--- src/rtl/pzsc_pkg.sv ---
package pzsc_pkg;

  // item kinds carried on s_tuser
  localparam logic ACT_SAMPLE = 1'b0;
  localparam logic ACT_WRITE  = 1'b1;

  // width of the section index field of a settings item
  localparam int SEC_FIELD_BITS = 3;

endpackage

--- src/rtl/pole_zero_section_cascade.sv ---
// cascade of up to SECTIONS conjugate-pair sections, each a zero pair (fir) or a pole
// pair (iir), run one after another on every sample item. the input stream carries two
// kinds of item, told apart by s_tuser: a sample item (Q1.23 by default) that gives one
// filtered sample on the output stream, and a settings item that sets one section's
// type, enable, gain and coefficients (Q4.20 by default) and gives nothing back.
// enabling a disabled section, or changing a section's type, clears its two delay words.
// one shared signed multiplier does all the work under a small sequencer: a sample
// item keeps the block busy after it is accepted while the sequencer scans every
// section in index order, and each enabled one also runs its three products (gain,
// first and second coefficient) and the final sum. a settings item is done in the
// cycle it is accepted. a finished sample sits in the output register, so the next
// item is taken while it waits.
module pole_zero_section_cascade #(
  parameter int SECTIONS    = 8,
  parameter int SAMPLE_BITS = 24,
  parameter int COEF_BITS   = 24
) (
  input  logic clk,
  input  logic rst,
  // input items
  input  logic s_tvalid,
  output logic s_tready,
  // section[2:0], sample_in, is_pole, enable, gain_value, coef_a, coef_b, zero fill
  input  logic [((pzsc_pkg::SEC_FIELD_BITS + SAMPLE_BITS + 2 + 3 * COEF_BITS + 7) / 8) * 8
                - 1:0] s_tdata,
  // action
  input  logic s_tuser,
  // result items
  output logic m_tvalid,
  input  logic m_tready,
  // sample_out, zero fill
  output logic [((SAMPLE_BITS + 7) / 8) * 8 - 1:0] m_tdata
);
  import pzsc_pkg::*;

  localparam int SEC_FIELD_W = pzsc_pkg::SEC_FIELD_BITS;

  // input packing, lowest field first
  localparam int OFF_SEC  = 0;
  localparam int OFF_SMP  = OFF_SEC + SEC_FIELD_W;
  localparam int OFF_POLE = OFF_SMP + SAMPLE_BITS;
  localparam int OFF_EN   = OFF_POLE + 1;
  localparam int OFF_GAIN = OFF_EN + 1;
  localparam int OFF_A    = OFF_GAIN + COEF_BITS;
  localparam int OFF_B    = OFF_A + COEF_BITS;
  localparam int OUT_W    = ((SAMPLE_BITS + 7) / 8) * 8;

  localparam int IDX_W  = (SECTIONS > 1) ? $clog2(SECTIONS) : 1;
  localparam int FRAC_W = COEF_BITS - 4;
  localparam int PROD_W = COEF_BITS + SAMPLE_BITS;
  // three terms of up to SAMPLE_BITS + 4 bits each
  localparam int ACC_W  = SAMPLE_BITS + 6;

  localparam logic signed [PROD_W-1:0] RND_HALF = PROD_W'(1) <<< (FRAC_W - 1);
  localparam logic signed [SAMPLE_BITS-1:0] SMP_HI = {1'b0, {(SAMPLE_BITS - 1){1'b1}}};
  localparam logic signed [SAMPLE_BITS-1:0] SMP_LO = {1'b1, {(SAMPLE_BITS - 1){1'b0}}};

  typedef enum logic [2:0] {
    IDLE,   // waiting for an item
    SCAN,   // look at section k, read its words
    MUL_G,  // gain times cascade value
    MUL_A,  // first coefficient times first delay
    MUL_B,  // second coefficient times second delay
    SUM,    // close the sum, update the delay line
    DONE    // hand the sample to the output register
  } state_t;

  state_t state;

  // fields of the incoming item
  logic [SEC_FIELD_W-1:0]        s_section;
  logic signed [SAMPLE_BITS-1:0] s_sample;
  logic                          s_is_pole;
  logic                          s_enable;
  logic signed [COEF_BITS-1:0]   s_gain;
  logic signed [COEF_BITS-1:0]   s_coef_a;
  logic signed [COEF_BITS-1:0]   s_coef_b;

  assign s_section = s_tdata[OFF_SEC +: SEC_FIELD_W];
  assign s_sample  = s_tdata[OFF_SMP +: SAMPLE_BITS];
  assign s_is_pole = s_tdata[OFF_POLE];
  assign s_enable  = s_tdata[OFF_EN];
  assign s_gain    = s_tdata[OFF_GAIN +: COEF_BITS];
  assign s_coef_a  = s_tdata[OFF_A +: COEF_BITS];
  assign s_coef_b  = s_tdata[OFF_B +: COEF_BITS];

  // per-section control bits live in flops, coefficients and delays in memories.
  // memories need no reset: a section is only run after a write enabled it, and
  // that write set its coefficients and cleared its delays
  logic [SECTIONS-1:0] sec_pole;
  logic [SECTIONS-1:0] sec_enabled;

  logic [3*COEF_BITS-1:0]   coef_mem [SECTIONS];   // b, a, gain from the top down
  logic [2*SAMPLE_BITS-1:0] dly_mem  [SECTIONS];   // d2, d1 from the top down
  logic [3*COEF_BITS-1:0]   rd_coef;
  logic [2*SAMPLE_BITS-1:0] rd_dly;

  logic [IDX_W-1:0] k;
  logic             k_last;
  logic [IDX_W-1:0] wr_idx;
  logic             wr_ok;
  logic             accept;
  logic             wr_item;
  logic             clear_dly;
  logic             out_load;

  logic signed [COEF_BITS-1:0]   cur_gain, cur_a, cur_b;
  logic signed [SAMPLE_BITS-1:0] cur_d1, cur_d2;

  logic signed [COEF_BITS-1:0]   mul_c;
  logic signed [SAMPLE_BITS-1:0] mul_s;
  logic signed [PROD_W-1:0]      prod;
  logic signed [ACC_W-1:0]       term;
  logic signed [ACC_W-1:0]       acc;
  logic signed [ACC_W-1:0]       sum_next;
  logic signed [SAMPLE_BITS-1:0] v_now, y_now;
  logic signed [SAMPLE_BITS-1:0] v_reg;
  logic signed [SAMPLE_BITS-1:0] x;        // value running down the cascade
  logic signed [SAMPLE_BITS-1:0] y_out;

  logic                     dly_we;
  logic [IDX_W-1:0]         dly_addr;
  logic [2*SAMPLE_BITS-1:0] dly_wdata;

  // product back to sample scale, rounded half up
  function automatic logic signed [ACC_W-1:0] rnd(input logic signed [PROD_W-1:0] p);
    logic signed [PROD_W-1:0] t;
    t = (p + RND_HALF) >>> FRAC_W;
    return ACC_W'(t);
  endfunction

  // clamp to the sample range
  function automatic logic signed [SAMPLE_BITS-1:0] sat(input logic signed [ACC_W-1:0] v);
    logic signed [SAMPLE_BITS-1:0] r;
    if (v[ACC_W-1:SAMPLE_BITS-1] == {(ACC_W - SAMPLE_BITS + 1){v[ACC_W-1]}}) begin
      r = v[SAMPLE_BITS-1:0];
    end else if (v[ACC_W-1]) begin
      r = SMP_LO;
    end else begin
      r = SMP_HI;
    end
    return r;
  endfunction

  assign s_tready = (state == IDLE);
  assign accept   = s_tvalid && s_tready;
  assign wr_item  = accept && (s_tuser == ACT_WRITE);
  assign wr_idx   = IDX_W'(s_section);
  assign wr_ok    = (32'(s_section) < SECTIONS);
  assign k_last   = (k == IDX_W'(SECTIONS - 1));
  assign out_load = (state == DONE) && (!m_tvalid || m_tready);

  // activation or a change of type starts the section from silence
  assign clear_dly = (s_enable && !sec_enabled[wr_idx]) || (s_is_pole != sec_pole[wr_idx]);

  assign cur_gain = rd_coef[0 +: COEF_BITS];
  assign cur_a    = rd_coef[COEF_BITS +: COEF_BITS];
  assign cur_b    = rd_coef[2*COEF_BITS +: COEF_BITS];
  assign cur_d1   = rd_dly[0 +: SAMPLE_BITS];
  assign cur_d2   = rd_dly[SAMPLE_BITS +: SAMPLE_BITS];

  // operand select for the shared multiplier
  always_comb begin
    unique case (state)
      MUL_A: begin
        mul_c = cur_a;
        mul_s = cur_d1;
      end
      MUL_B: begin
        mul_c = cur_b;
        mul_s = cur_d2;
      end
      default: begin
        mul_c = cur_gain;
        mul_s = x;
      end
    endcase
  end

  // prod holds the product issued in the previous state
  assign term     = rnd(prod);
  assign v_now    = sat(term);
  assign sum_next = sec_pole[k] ? (acc - term) : (acc + term);
  assign y_now    = sat(sum_next);

  // one delay memory write port: clear on activation or type change, shift on a sum
  always_comb begin
    if (state == SUM) begin
      dly_we    = 1'b1;
      dly_addr  = k;
      dly_wdata = {cur_d1, (sec_pole[k] ? y_now : v_reg)};
    end else begin
      dly_we    = wr_item && wr_ok && clear_dly;
      dly_addr  = wr_idx;
      dly_wdata = '0;
    end
  end

  always_ff @(posedge clk) begin
    if (wr_item && wr_ok) begin
      coef_mem[wr_idx] <= {s_coef_b, s_coef_a, s_gain};
    end
    if (dly_we) begin
      dly_mem[dly_addr] <= dly_wdata;
    end
    if (state == SCAN) begin
      rd_coef <= coef_mem[k];
      rd_dly  <= dly_mem[k];
    end
  end

  // datapath registers
  always_ff @(posedge clk) begin
    prod <= PROD_W'(mul_c) * PROD_W'(mul_s);
    if (accept) begin
      x <= s_sample;
    end
    if (state == MUL_A) begin
      v_reg <= v_now;
      acc   <= ACC_W'(v_now);
    end
    if (state == MUL_B) begin
      acc <= sum_next;
    end
    if (state == SUM) begin
      x <= y_now;
    end
  end

  // sequencer, section control bits and output register
  always_ff @(posedge clk) begin
    if (rst) begin
      state       <= IDLE;
      k           <= '0;
      sec_pole    <= '0;
      sec_enabled <= '0;
      m_tvalid    <= 1'b0;
    end else begin
      if (out_load) begin
        m_tvalid <= 1'b1;
      end else if (m_tvalid && m_tready) begin
        m_tvalid <= 1'b0;
      end
      unique case (state)
        IDLE: begin
          if (accept) begin
            if (s_tuser == ACT_WRITE) begin
              if (wr_ok) begin
                sec_pole[wr_idx]    <= s_is_pole;
                sec_enabled[wr_idx] <= s_enable;
              end
            end else begin
              k     <= '0;
              state <= SCAN;
            end
          end
        end
        SCAN: begin
          if (sec_enabled[k]) begin
            state <= MUL_G;
          end else if (k_last) begin
            state <= DONE;
          end else begin
            k <= k + 1'b1;
          end
        end
        MUL_G: state <= MUL_A;
        MUL_A: state <= MUL_B;
        MUL_B: state <= SUM;
        SUM: begin
          if (k_last) begin
            state <= DONE;
          end else begin
            k     <= k + 1'b1;
            state <= SCAN;
          end
        end
        DONE: begin
          // wait while an earlier sample still sits in the output register
          if (out_load) begin
            y_out <= x;
            state <= IDLE;
          end
        end
        default: state <= IDLE;
      endcase
    end
  end

  assign m_tdata = OUT_W'($unsigned(y_out));

endmodule

--- config.mk ---
export PLATFORM = sky130hd
export DESIGN_NAME = pole_zero_section_cascade
export DESIGN_NICKNAME = d
export VERILOG_FILES = /design/src/rtl/pzsc_pkg.sv /design/src/rtl/pole_zero_section_cascade.sv
export SDC_FILE = /design/constraint.sdc
export NUM_CORES = 2
export LEC_CHECK = 0
export ABC_AREA = 1
export BUFFER_PORTS_ARGS = -buffer_cell sky130_fd_sc_hd__buf_2
export CAP_MARGIN = 20
export CELL_PAD_IN_SITES_DETAIL_PLACEMENT = 2
export CELL_PAD_IN_SITES_GLOBAL_PLACEMENT = 2
export CORE_MARGIN = 3
export CORE_UTILIZATION = 43
export CTS_CLUSTER_SIZE = 16
export DETAILED_ROUTE_END_ITERATION = 16
export PLACE_DENSITY_LB_ADDON = 0.1
export SETUP_SLACK_MARGIN = 0.05
export SYNTH_ARGS = -nofsm -noshare
export SYNTH_HDL_FRONTEND = slang
export SYNTH_SLANG_ARGS = --single-unit
export TNS_END_PERCENT = 30
--- constraint.sdc ---
create_clock -name clk -period 10.9 [get_ports clk]
set_input_delay 1.09 -clock clk [delete_from_list [all_inputs] [get_ports clk]]
set_output_delay 1.09 -clock clk [all_outputs]
set_load 0.02 [all_outputs]
======== After elaboration in Yosys (flattened, before gate mapping) ========
Memories as Yosys holds them, arrays and structs flattened. A register that Yosys moved wholly into a read port is not among the register bits.
Index checks and enable logic that the tools add are counted.
word-level totals
  input bits .............................. 109
  output and inout bits ................... 26
  bits in registers ....................... 173
  memories kept ........................... 2
  RAM bits ................................ 960
  logic and storage cells ................. 101
memory list
  memory    depth  bits a word  read ports  clocked after Yosys merged registers in  wr ports  RTL line                         source
  coef_mem  8      72           1           1                                        1         pole_zero_section_cascade.sv:93  logic [3*COEF_BITS-1:0] coef_mem [SECTIONS];
  dly_mem   8      48           1           1                                        1         pole_zero_section_cascade.sv:94  logic [2*SAMPLE_BITS-1:0] dly_mem [SECTIONS];
cells by class
  bitwise operators ....................... 1
  add/subtract/negate cells ............... 4
  multiplexer cells ....................... 45
  eq/ne operators ......................... 15
  order comparisons ....................... 3
  multiply operators ...................... 1
  reduce and logical (&&, ||, !) cells .... 20
operators by type and width
  kind                      count
  $mux W24                  7
  $pmux W24 S2              2
  $mux W30                  3
  $add A48 B21 Y48 const B  1
  $mul A24 B24 Y48          1
  $mux W48                  1
  $mux W3                   11
  $add A30 B28 Y30          1
  $sub A30 B28 Y30          1
  $pmux W3 S7               1
  $bwmux W8                 2
  $bmux W1 S3               4
  $eq A3 B3 Y1 const B      4
  $mux W1                   12
  $pmux W3 S3               1
  $lt A3 B4 Y1 const B      2
  $reduce_and A4 Y1         2
  $logic_and A1 B1 Y1       7
  $eq A3 B2 Y1 const B      2
  $eq A6 B6 Y1              1
  $ne A2 B2 Y1 const B      3
  $reduce_and A3 Y1         2
  $reduce_bool A2 Y1        3
  $eq A4 B4 Y1              1
  12 further kinds          14

======== Depth between registers and ports, before layout ========
  depth after elaboration ................. 9
  depth in mapped cells ................... 38
  gate-level depth less buffers ........... 35

======== Worst setup path after synthesis ========
OpenSTA, ideal clock, no wires.
  kind .................................... reg-to-reg
  from .................................... register state[1]
  to ...................................... register prod[46]
  library setup time ...................... 0.123 ns
  stages on the path, launching flop included .. 32
  data required time ...................... 10.777 ns
  path slack .............................. 2.857 ns
  data arrival time ....................... 7.920 ns
  clock period less this slack ............ 8.043 ns
  buffers on the path ..................... 3
  cell sequence ........................... dfxtp_1 -> nor2_1 -> nand2_1 -> nand2_1 -> clkbuf_1 -> clkbuf_1 -> nand3_1 -> o21ai_1 -> clkbuf_1 -> nor2_1 -> fa_1 -> fa_1 -> inv_1 -> fa_1 -> fa_1 -> inv_1 -> fa_1 -> fa_1 -> inv_1 -> fa_1 -> inv_1 -> ha_1 -> nand2_1 -> nor2_1 -> inv_1 -> nor4_1 -> nand3_1 -> o2111ai_1 -> nand3_1 -> nand2_1 -> a21oi_1 -> xor2_1
between the ends
  cells in the longest elaborated chain, start to end .. 3
  elaborated cells on any way between the ends .. 5
  classes of those cells .................. mul: 1; eq/ne: 2; mux: 2
RTL lines
  item                                                 RTL line                          source
  start, declared                                      pole_zero_section_cascade.sv:68   state_t state;
  start signal, assigned                               pole_zero_section_cascade.sv:233  state <= IDLE;
  start signal, assigned                               pole_zero_section_cascade.sv:254  state <= SCAN;
  start signal, assigned                               pole_zero_section_cascade.sv:260  state <= MUL_G;
  $eq A3 B3 Y1 / $eq A3 B2 Y1 (equally long branches)  pole_zero_section_cascade.sv:164  unique case (state)
  $pmux W24 S2                                         pole_zero_section_cascade.sv:164
  $mul A24 B24 Y48 *                                   pole_zero_section_cascade.sv:214  prod <= PROD_W'(mul_c) * PROD_W'(mul_s);
  end signal, assigned                                 pole_zero_section_cascade.sv:214
  end, declared                                        pole_zero_section_cascade.sv:112  logic signed [PROD_W-1:0] prod;
Mark *: on every way between the ends. The rest lies on a longest branch, timed or not.
A chain may end at the register's enable or synchronous reset.

======== Final worst setup path ========
  from .................................... register state[0]
  to ...................................... register prod[46]
The elaborated chain is that of the path after synthesis.

==> metrics.csv <==
stage;metric;value;unit
critical_path;crit start category;flip-flop;
placed_design;RD Place Congestion;0.891;
clock_network;hold_buf cts;0;
timing;count of pins over their slew limit;0;
placed_design;Final HPWL DP;177000;um
finish;Top reg by flops;coef_mem;
finish;P&R area growth vs syn;10.6;%
global_route;GR Overflow Total;0;
hold_path;WHS Endpoint;m_tdata[1];
global_route;largest net degree at the start of global routing;200;
critical_path;worst reg2reg endpoint;prod[46];
synth;largest area contributor in the netlist;edfxtp_1;
global_route;initial antenna violation count;28;
clock_network;post-CTS resize count;0;
hold_path;Worst Hold Depth;0;
synth;Synth area leaders;edfxtp_1 50%, fa_1 17%, nor2_1 7.0%;
global_route;first-pass GRT wire length;396000;um
clock_network;number of H-tree levels;4;
clock_network;Root Driver;clkbuf_16;
synth;post-synth top area share;0.497;
floorplan;Core Rows;148;
timing;fin crit period;9.74;ns
synth;Avg Cell Area, Syn;10.7;um^2
floorplan;Starting Density;0.436;
floorplan;IO Count;135;
route;initial drt markers;4215;
synth;syn nets;7570;
synth;Synth cell types;56;
global_route;vias in the first global route;59600;
critical_path;peak fanout along the critical path;26;
clock_network;Post-CTS Setup Inserts;0;
finish;biggest regs;coef_mem (576), dly_mem (384), rd_coef (72);
critical_path;R2R Setup Slk;1.16;ns
clock_network;clock insertion delay at the later pin of the skew report;0.79;ns
finish;max reg flops;576;
global_route;total track usage;0.314;
route;vias per cell;5.77;
critical_path;Req. time, crit path;11.57;ns
timing;Worst-Margin Slew;1.13;ns
placed_design;worst slack, placed;1.44;ns
finish;area of the multi-input gates;30600;um^2
timing;setup TNS;0;ns
critical_path;Worst setup EP type;flip-flop;
timing;clk_skew;0.0409;ns
finish;commonest non-fill, non-tap cells in the layout;1,310 x nor2_1, 1,182 x edfxtp_1, 822 x inv_1;
timing;Hold Fails Final Rpt;0;
synth;register area share after synthesis;0.511;
clock_network;CTS clk-pin slew, worst paths;0.07;ns
timing;Setup WS post-layout;1.16;ns
floorplan;Core Area;164000;um^2
clock_network;CTS Sinks;1234;
finish;share of layout cells above drive strength 1;0.0820;
critical_path;Arrival @ worst endpoint;10.41;ns
flow_run;max_cap viols;0;
timing;RSZ-0062 raised after global routing;no;
critical_path;r2r startpoint;state[0];
route;via count;52200;
timing;fmax;103;MHz
clock_network;Bufs on Longest Clock Path;3;
critical_path;R2R cell count;27;
synth;synth warn;0;
floorplan;die area;171000;um^2
finish;# fillers;16700;
status;status;finished, final reports clean;
synth;Gate Count Post-Synth;6690;
synth;synthesized area;71500;um^2
route;Routed Wire Length;267000;um
hold_path;Min-Delay Path Class;flip-flop to flip-flop;
timing;relative slew slack;0.239;
finish;sequential standard cell area;36500;um^2
timing;Final setup viols;0;
clock_network;total CTS buffers;136;
route;DRC violations left;0;
clock_network;CTS tree;done;
floorplan;Die Wd;414;um
finish;NumNets Final;7635;
critical_path;WS Path Type;flip-flop to flip-flop;
hold_path;Hold Path Origin;x[1];
route;DR WL/cell;29.5;um
timing;crit share post-route;0.894;
finish;most common cell after layout, fill and taps aside;nor2_1;
synth;#FFs+latches synth;1234;
placed_design;# port buffers;131;
route;First-pass DRT Iterations;6;
route;antenna viol nets, final;0;
floorplan;DIE HEIGHT;414;um
cells by family (layout without fill, tap and decap cells):
| logic type | count (synthesis) | count (layout) | synth area share |
|---|---|---|---|
| buffers and inverters | 1180 | 1346 | 0.0628 |
| and+or+nand+nor | 2192 | 2192 | 0.122 |
| xor gates and xnor gates | 101 | 101 | 0.0126 |
| other | 0 | 18 | 0 |
| adders and majority gates | 771 | 771 | 0.199 |
| DFF | 1234 | 1234 | 0.511 |
| AOI/OAI and AO/OA | 1212 | 1212 | 0.0922 |
Yosys cell counts, drive strengths merged:
| master | instances |
|---|---|
| a21oi | 139 |
| nor2 | 1337 |
| fa | 607 |
| o221a | 1 |
| inv | 839 |
| o21ai | 756 |
| o311a | 1 |
| o22ai | 121 |
| nor3b | 1 |
| o21a | 6 |
| clkbuf | 299 |
| o211ai | 3 |
| a31oi | 139 |
| xnor2 | 32 |
| nor3 | 22 |
| and3 | 1 |
| a221oi | 2 |
| o31ai | 3 |
| nand4 | 14 |
| dfxtp | 52 |
| clkinv | 12 |
| xor2 | 69 |
| nand2 | 695 |
| nor4 | 5 |
| a22oi | 2 |
| o21bai | 12 |
| a41oi | 1 |
| o2111ai | 5 |
| a211o | 1 |
| a211oi | 6 |
| ha | 164 |
| nand3 | 116 |
| a22o | 1 |
| or2 | 1 |
| a21o | 11 |
| edfxtp | 1182 |
| buf | 30 |
| a311oi | 1 |
| o221ai | 1 |
area by class of cell:
class | instances | area share
diodes | 18 | 0.000570
clock buffers | 173 | 0.0456
flip-flops and latches | 1234 | 0.462
multi-input cells | 4276 | 0.388
inverters | 851 | 0.0408
repair buffers | 256 | 0.0212
well taps | 2175 | 0.0344
clock inverters | 66 | 0.00764
layer usage:
metal  wire length, um  vias to the layer above  global-route usage
li1                  -                    22300                   -
met1            109000                    27700               0.402
met2            134000                     1711               0.544
met3             14500                      493              0.0417
met4             10200                       12               0.119
met5                84                        -                   0
through the flow:
step | area (um^2) | hold slack (ns) | std cells | util
2_1_floorplan | 71500 | 0.421 | 6690 | -
3_3_place_gp | 74800 | 0.462 | 8788 | 0.456
3_5_place_dp | 74800 | 0.479 | 8788 | 0.456
4_1_cts | 79000 | 0.485 | 9027 | 0.482
5_1_grt | 79000 | 0.487 | 9036 | 0.482
6_report | 79100 | 0.495 | 9049 | 0.482
worst max-delay path, cell delays in order, from the launching register on:
cell	delay (ns)
dfxtp_1	0.44
nor2_1	0.13
nand2_4	0.38
inv_2	0.46
o21ai_0	0.93
o21ai_2	0.38
nor2_1	0.49
fa_1	0.63
fa_1	0.73
inv_1	0.22
fa_1	0.45
buf_4	0.21
inv_1	0.18
fa_1	0.47
fa_1	0.56
fa_1	0.43
fa_1	0.46
ha_1	0.38
nand2_1	0.15
nor2_1	0.21
nand2_1	0.12
nor4_1	0.30
nand3_1	0.13
o2111ai_1	0.23
nand3_1	0.13
nand2_1	0.15
a21oi_1	0.10
xor2_1	0.15
worst max-delay path by stage:
stage              from  endpoint  cells after the start
4_1_cts        state[1]  prod[46]                     27
5_1_grt        state[1]  prod[46]                     27
2_1_floorplan  state[1]  prod[46]                     31
6_report       state[0]  prod[46]                     27
3_5_place_dp   state[1]  prod[46]                     27
3_3_place_gp   state[1]  prod[46]                     27
Power is left out: the tool's default activity adds up to more than one toggle a clock period on the data nets, which glitch-free logic cannot reach.
